$ cat config.mk
export PLATFORM = sky130hd
export DESIGN_NAME = edsp_diffuse_core
export DESIGN_NICKNAME = d
export VERILOG_FILES = /design/src/hw/rtl/edsp_pkg.sv /design/src/hw/rtl/edsp_diffuse_core.sv
export SDC_FILE = /design/constraint.sdc
export NUM_CORES = 1
export LEC_CHECK = 0
export ABC_AREA = 1
export BUFFER_PORTS_ARGS = -buffer_cell sky130_fd_sc_hd__clkbuf_2
export CAP_MARGIN = 20
export CORE_MARGIN = 2
export CORE_UTILIZATION = 55
export DETAILED_ROUTE_END_ITERATION = 8
export GPL_ROUTABILITY_DRIVEN = 0
export PLACE_DENSITY = 0.85
export SLEW_MARGIN = 20
export SYNTH_ARGS = -nofsm -noshare
export SYNTH_HDL_FRONTEND = slang
export SYNTH_SLANG_ARGS = --single-unit
$ cat constraint.sdc
create_clock -name clock -period 24.8 [get_ports clock]
set_clock_uncertainty 0.05 [all_clocks]
set_input_delay 4.96 -clock clock [delete_from_list [all_inputs] [get_ports clock]]
set_output_delay 4.96 -clock clock [all_outputs]
set_load 0.02 [all_outputs]
$ cat src/hw/rtl/edsp_pkg.sv
// Shared types, constants and arithmetic helpers of the error diffusion seed picker.
package edsp_pkg;

   localparam int MAX_WIDTH_DEFAULT = 2048;
   localparam int ERR_W             = 21;
   localparam int ROW_W             = 12;
   localparam int CSR_DATA_W        = 13;
   localparam int WIDTH_REG_W       = 12;
   localparam int HEIGHT_REG_W      = 13;
   localparam int MAX_HEIGHT        = 4096;
   localparam int RESET_WIDTH       = 640;
   localparam int RESET_HEIGHT      = 480;

   typedef logic signed [ERR_W-1:0] err_type;

   localparam err_type ERR_MAX = 21'sd1048575;
   localparam err_type ERR_MIN = -21'sd1048576;
   localparam err_type HALF_Q  = 21'sd16384;
   localparam err_type ONE_Q   = 21'sd32768;

   localparam logic [2:0] SHARE_RIGHT      = 3'd7;
   localparam logic [2:0] SHARE_BELOW_LEFT = 3'd3;
   localparam logic [2:0] SHARE_BELOW      = 3'd5;
   localparam logic [2:0] SHARE_BELOW_RIGHT = 3'd1;

   typedef enum logic {
      CSR_IMAGE_WIDTH  = 1'b0,
      CSR_IMAGE_HEIGHT = 1'b1
   } csr_index_type;

   typedef struct packed {
      logic [15:0] density_sample;
      logic [15:0] pixel_radius;
   } req_type;

   typedef struct packed {
      logic [10:0] seed_x;
      logic [11:0] seed_y;
      logic [15:0] seed_radius;
   } rsp_type;

   // Position flags of the pixel in the execute stage.
   typedef struct packed {
      logic col_zero;
      logic col_one;
      logic last_col;
      logic last_row;
      logic row_zero;
   } stage_flags_type;

   // What one executed pixel asks of the row buffer and the result register.
   typedef struct packed {
      logic    seed;
      logic    near_wr_en;
      err_type near_data;
      logic    far_wr_en;
      err_type far_data;
   } core_out_type;

   function automatic err_type sat_add(input err_type a, input err_type b);
      logic [ERR_W:0] s;
      s = {a[ERR_W-1], a} + {b[ERR_W-1], b};
      if (s[ERR_W] != s[ERR_W-1]) begin
         return s[ERR_W] ? ERR_MIN : ERR_MAX;
      end
      return err_type'(s[ERR_W-1:0]);
   endfunction

   // floor((k * e + 8) / 16): round to nearest, ties toward plus infinity
   function automatic err_type share(input err_type e, input logic [2:0] k);
      logic signed [ERR_W+3:0] t;
      t = (ERR_W+4)'(e) * (ERR_W+4)'(signed'({1'b0, k}));
      t = t + (ERR_W+4)'(8);
      return err_type'(t >>> 4);
   endfunction

endpackage

$ cat src/hw/rtl/edsp_diffuse_core.sv
// Diffusion datapath: threshold, error shares and the running error registers.
module edsp_diffuse_core (
   input  logic                      clock,
   input  logic                      reset,
   input  logic                      go,
   input  edsp_pkg::stage_flags_type flags,
   input  logic [15:0]               density_sample,
   input  edsp_pkg::err_type         above_raw,
   output edsp_pkg::core_out_type    result
);

   edsp_pkg::err_type right_ff, right_in;
   edsp_pkg::err_type near_ff, near_in;
   edsp_pkg::err_type far_ff, far_in;
   edsp_pkg::err_type hold_ff, hold_in;
   edsp_pkg::err_type carry_ff, carry_in;

   edsp_pkg::err_type d_q, above, carry, base, pix, err;
   logic              hit;

   always_comb begin
      d_q   = edsp_pkg::err_type'({5'b0, density_sample});
      above = flags.row_zero ? '0 : above_raw;
      carry = flags.row_zero ? '0 : carry_ff;
      base  = edsp_pkg::sat_add(d_q, above);
      pix   = edsp_pkg::sat_add(base, right_ff);
      if (flags.col_one) begin
         pix = edsp_pkg::sat_add(pix, hold_ff);
      end
      hit = pix >= edsp_pkg::HALF_Q;
      err = hit ? pix - edsp_pkg::ONE_Q : pix;

      right_in = right_ff;
      near_in  = near_ff;
      far_in   = far_ff;
      hold_in  = hold_ff;
      carry_in = carry_ff;
      result   = '0;

      if (go && !flags.last_row) begin
         priority if (flags.col_zero) begin
            hold_in  = edsp_pkg::sat_add(base, carry);
            right_in = '0;
            near_in  = '0;
            far_in   = '0;
         end else if (flags.last_col) begin
            // drain both partial sums into the row buffer
            carry_in          = edsp_pkg::sat_add(base, right_ff);
            result.near_wr_en = 1'b1;
            result.near_data  = near_ff;
            result.far_wr_en  = 1'b1;
            result.far_data   = far_ff;
         end else begin
            result.seed       = hit;
            right_in          = edsp_pkg::share(err, edsp_pkg::SHARE_RIGHT);
            result.near_wr_en = 1'b1;
            result.near_data  = edsp_pkg::sat_add(near_ff,
                                   edsp_pkg::share(err, edsp_pkg::SHARE_BELOW_LEFT));
            near_in           = edsp_pkg::sat_add(far_ff,
                                   edsp_pkg::share(err, edsp_pkg::SHARE_BELOW));
            far_in            = edsp_pkg::share(err, edsp_pkg::SHARE_BELOW_RIGHT);
         end
      end
   end

   always_ff @(posedge clock) begin
      if (reset) begin
         right_ff <= '0;
         near_ff  <= '0;
         far_ff   <= '0;
         hold_ff  <= '0;
         carry_ff <= '0;
      end else begin
         right_ff <= right_in;
         near_ff  <= near_in;
         far_ff   <= far_in;
         hold_ff  <= hold_in;
         carry_ff <= carry_in;
      end
   end

endmodule

==> impl.org <==
** CTS
- Num CTS Buffers :: 9
- The clock tree synthesis step divided the H-tree into 3 levels.
- Clock-pin slew was measured on the worst setup and hold paths at 0.08 ns.
- Clock latency on the worst-skew pair :: 0.37 ns
- TritonCTS built the clock tree.
- CTS sink cnt :: 102
- CTS Root Buffer Type :: sky130_fd_sc_hd__clkbuf_16
- The clock passes through at most 2 buffers.

** Synth
- Largest family of logic cells by synthesized area :: simple AND/OR/NAND/NOR gates
- Top cells by area in the synthesized netlist :: sky130_fd_sc_hd__ha_1 22%, sky130_fd_sc_hd__nand2_1 14%, sky130_fd_sc_hd__dfxtp_1 12%
- In this run, synthesis produced a sequential element count of 102.
- Yosys mapped the design onto 55 distinct sky130hd cell types.
- Xor and xnor area share after synthesis :: under 10%
- Post-synthesis share of cell area spent on full adders, half adders and majority gates :: between 20% and 30%
- For this run, the leading register cell type out of synthesis is sky130_fd_sc_hd__dfxtp_1.
- Fraction of synthesized area in multiplexers :: 0%
- Cell count after synthesis :: roughly 2600
- Summing the sequential cell areas from Yosys gives roughly 12% of the chip area.
- Number of synthesis warnings :: 0
- Top cell type's share of synthesized area :: 22.0%
- Counting every net in the synthesized netlist gives 2959.
- Avg Cell Area, Syn :: approximately 6.4 um^2
- Summing the areas of all and, or, nand and nor instances in the mapped netlist gives 27.2% of the synthesized area.
- The synthesized netlist devotes 17.9% of its cell area to compound gates.
- After synthesis the cells add up to 0.0165 mm^2.
- For this run, asynchronously set or reset flops after synthesis account for 0%.
- Counting flops with a built-in enable in the synthesized netlist gives 0.
- sky130_fd_sc_hd__ha_1 takes more of the synthesized area than any other cell.

** Die
- Rows :: 63
- Starting density of the core :: 55.8%
- Full die area :: 0.0314 mm^2
- For this design the top-level I/O count stands at 90.
- After floorplanning, the core was sized to cover 0.0296 mm^2.
- Height of the chip :: 177 um
- The floorplan step set the die width to 177 um.

** Place
- The wire-length estimate of the detail-placed layout is 38.5 mm.
- Number of buffers added on ports :: 89

** Global route
- The number of global-route vias before repair is around 17000.
- Total grt overflow :: 0
- Entering global routing, the biggest net connects 75 pins.
- The first global-routing pass estimated between 70 and 80 mm of wire.
- The number of antenna violations at the first check in global routing was 0.
- Total global routing track utilization :: 30.1%

** Timing
- Counting I/O delays and the setup requirement, the final critical path takes 23.81 ns.
- Based on the critical path, the design can be clocked at up to 42.0 MHz.
- Final hold violation count :: 0
- The worst path uses 96.0% of the clock period.
- Worst Hold Margin :: 0.429 ns
- Normalized max-slew margin :: 28.5%
- The final-report max-slew violation count was 0.
- Setup violations remaining at the end of the flow were counted as 0.
- At the pin with the least slew margin, the transition time is 1.06 ns.

** Routing
- After detailed routing, the average wire length per cell comes to about 16 um.
- The first detailed-routing pass ran for 6 iterations.
- Dividing the detail-routed via count by the number of cells gives 5.71.
- The final route contains 17475 vias.
- Number of nets still failing antenna checks after routing :: 0
- The routed design has 48.7 mm of wire.
- DRC violations left :: 0
- Number of DRC markers in iteration 0 :: 1329

** Outcome
- Run status :: finished, final reports clean

** Setup path
- In this design, the critical path's most frequently occurring cell is sky130_fd_sc_hd__nand2_1.
- Critical path's largest stage delay :: around 0.37 ns
- Cell type of the slowest stage on the worst timing path :: sky130_fd_sc_hd__ha_4
- Highest net fanout along the worst path :: 17
- Data on the critical path is required at its endpoint by slightly below 20 ns.
- Endpoint type of the worst setup path :: output pin
- Family with the most delay on the worst path :: simple AND/OR/NAND/NOR gates
- The number of buffers and inverters on the critical path is 14.
- For the worst setup path, the data arrival time is 18.80 ns.
- The critical path in this run is classified as in2out.
- Critical Path Source Type :: input port

** Final layout
- Area growth from synthesis to layout :: 8.52%
- For this run, the post-layout net count is 3029.
- Final core area utilization :: approximately three fifths
- Number of antenna diodes :: 0
- The layout has approximately 2700 filler cells.
- Of the cells placed in the final design, the portion with a size suffix greater than 1 is 9.18%.

** Worst hold path
- The path class of the tightest hold or removal check is reg2reg.

** Run
- The tool flagged a number of max-cap violations equal to 0.
## routing by layer
layer / vias up / track usage [%] / share of wire [%]
li1: 8644 / - / -
met4: 0 / 14.5 / 5.1
met1: 7929 / 36.9 / 42
met3: 175 / 2.88 / 6.6
met2: 727 / 52.8 / 47
met5: - / 0 / 0
## registers in the layout, indices dropped and copies added (netlist names)
name	count
far_ff	18
carry_ff	21
hold_ff	21
near_ff	21
right_ff	21
## worst reg2reg max path, delay by kind of cell (launching register included)
| kind | cells | cell delay (ns) |
|---|---|---|
| buffers and inverters | 10 | 1.27 |
| and+or+nand+nor | 39 | 4.81 |
| DFF | 1 | 0.33 |
| adders and majority gates | 9 | 2.73 |
| AOI/OAI and AO/OA | 8 | 1.21 |
| xor gates and xnor gates | 4 | 0.71 |
## path summary, 6_finish.rpt
kind / start / endpoint / cells past startpoint / slack [ns]
setup / recovery: flags[0] / result[29] / 86 / 0.99
hold / removal: right_ff[19]$_SDFFE_PP0P_ / right_ff[19]$_SDFFE_PP0P_ / 2 / 0.43
setup reg to reg: right_ff[15]$_SDFFE_PP0P_ / near_ff[9]$_SDFFE_PP0P_ / 70 / 13.62
hold reg to reg: right_ff[19]$_SDFFE_PP0P_ / right_ff[19]$_SDFFE_PP0P_ / 2 / 0.43
## per-stage QoR
stage | worst slack (ns) | cell area [um^2] | std cells | TNS (ns)
after floorplan | 1.71 | 16500 | 2595 | 0
after global placement | 0.269 | 17200 | 3024 | 0
after global routing | -0.0753 | 17900 | 3060 | -0.307
after detailed placement | -0.431 | 17200 | 3024 | -6.17
after CTS | 0.0514 | 17600 | 3040 | 0
final | 0.986 | 17900 | 3060 | 0
## kinds of logic (layout without fill, tap and decap cells)
group                      count (synthesis)  in the layout
AOI/OAI and AO/OA                        546            546
xor gates and xnor gates                 116            116
and+or+nand+nor                         1046           1049
adders and majority gates                319            319
DFF                                      102            102
buffers and inverters                    466            538
## cell type report
cell class | count | area [um^2] | area share, %
Timing Repair Buffer | 111 | 611 | 3.41
Multi-Input combinational cell | 2030 | 12900 | 72.1
Inverter | 410 | 1550 | 8.68
Clock buffer | 10 | 239 | 1.33
Timing Repair inverter | 1 | 7.51 | 0.0419
Clock inverter | 6 | 53.8 | 0.300
Sequential cell | 102 | 2040 | 11.4
Tap cell | 390 | 488 | 2.72
## layout by cell type, fill, tap and decap left out, types with 11 or more instances in the layout
| cell type | synthesis | final |
|---|---|---|
| sky130_fd_sc_hd__or2_2 | 14 | 13 |
| sky130_fd_sc_hd__xnor2_1 | 41 | 41 |
| sky130_fd_sc_hd__o21ai_1 | 10 | 11 |
| sky130_fd_sc_hd__nor2_1 | 173 | 170 |
| sky130_fd_sc_hd__o21ai_0 | 156 | 149 |
| sky130_fd_sc_hd__inv_1 | 399 | 396 |
| sky130_fd_sc_hd__buf_4 | 3 | 22 |
| sky130_fd_sc_hd__dfxtp_1 | 102 | 102 |
| sky130_fd_sc_hd__nor3_1 | 13 | 12 |
| sky130_fd_sc_hd__nand4_1 | 18 | 18 |
| sky130_fd_sc_hd__nand3_2 | 9 | 11 |
| sky130_fd_sc_hd__nand2_1 | 615 | 611 |
| sky130_fd_sc_hd__nand3_1 | 138 | 137 |
| sky130_fd_sc_hd__nand2_2 | 22 | 24 |
| sky130_fd_sc_hd__a21oi_1 | 301 | 292 |
| sky130_fd_sc_hd__clkbuf_2 | 0 | 88 |
| sky130_fd_sc_hd__fa_1 | 29 | 28 |
| sky130_fd_sc_hd__ha_1 | 290 | 285 |
| sky130_fd_sc_hd__xor2_1 | 75 | 74 |
## repair_timing
action,4_1_cts,5_1_grt
buffers inserted,0,16
pin swaps,0,11
resized for setup,10,48
endpoints found under the setup margin,20,21
hold buffers,0,0
cloned,0,4
## synthesized netlist by cell type (all sizes together), types with 13 or more instances
cell and number:
a21oi 301, buf 17, clkbuf 39, dfxtp 102, fa 29, ha 290, inv 407, nand2 642
nand3 148, nand4 19, nor2 184, nor3 13, o21ai 169, or2 16, xnor2 41, xor2 75
Power is left out: the tool's default activity adds up to more than one toggle a clock period on the data nets, which glitch-free logic cannot reach.
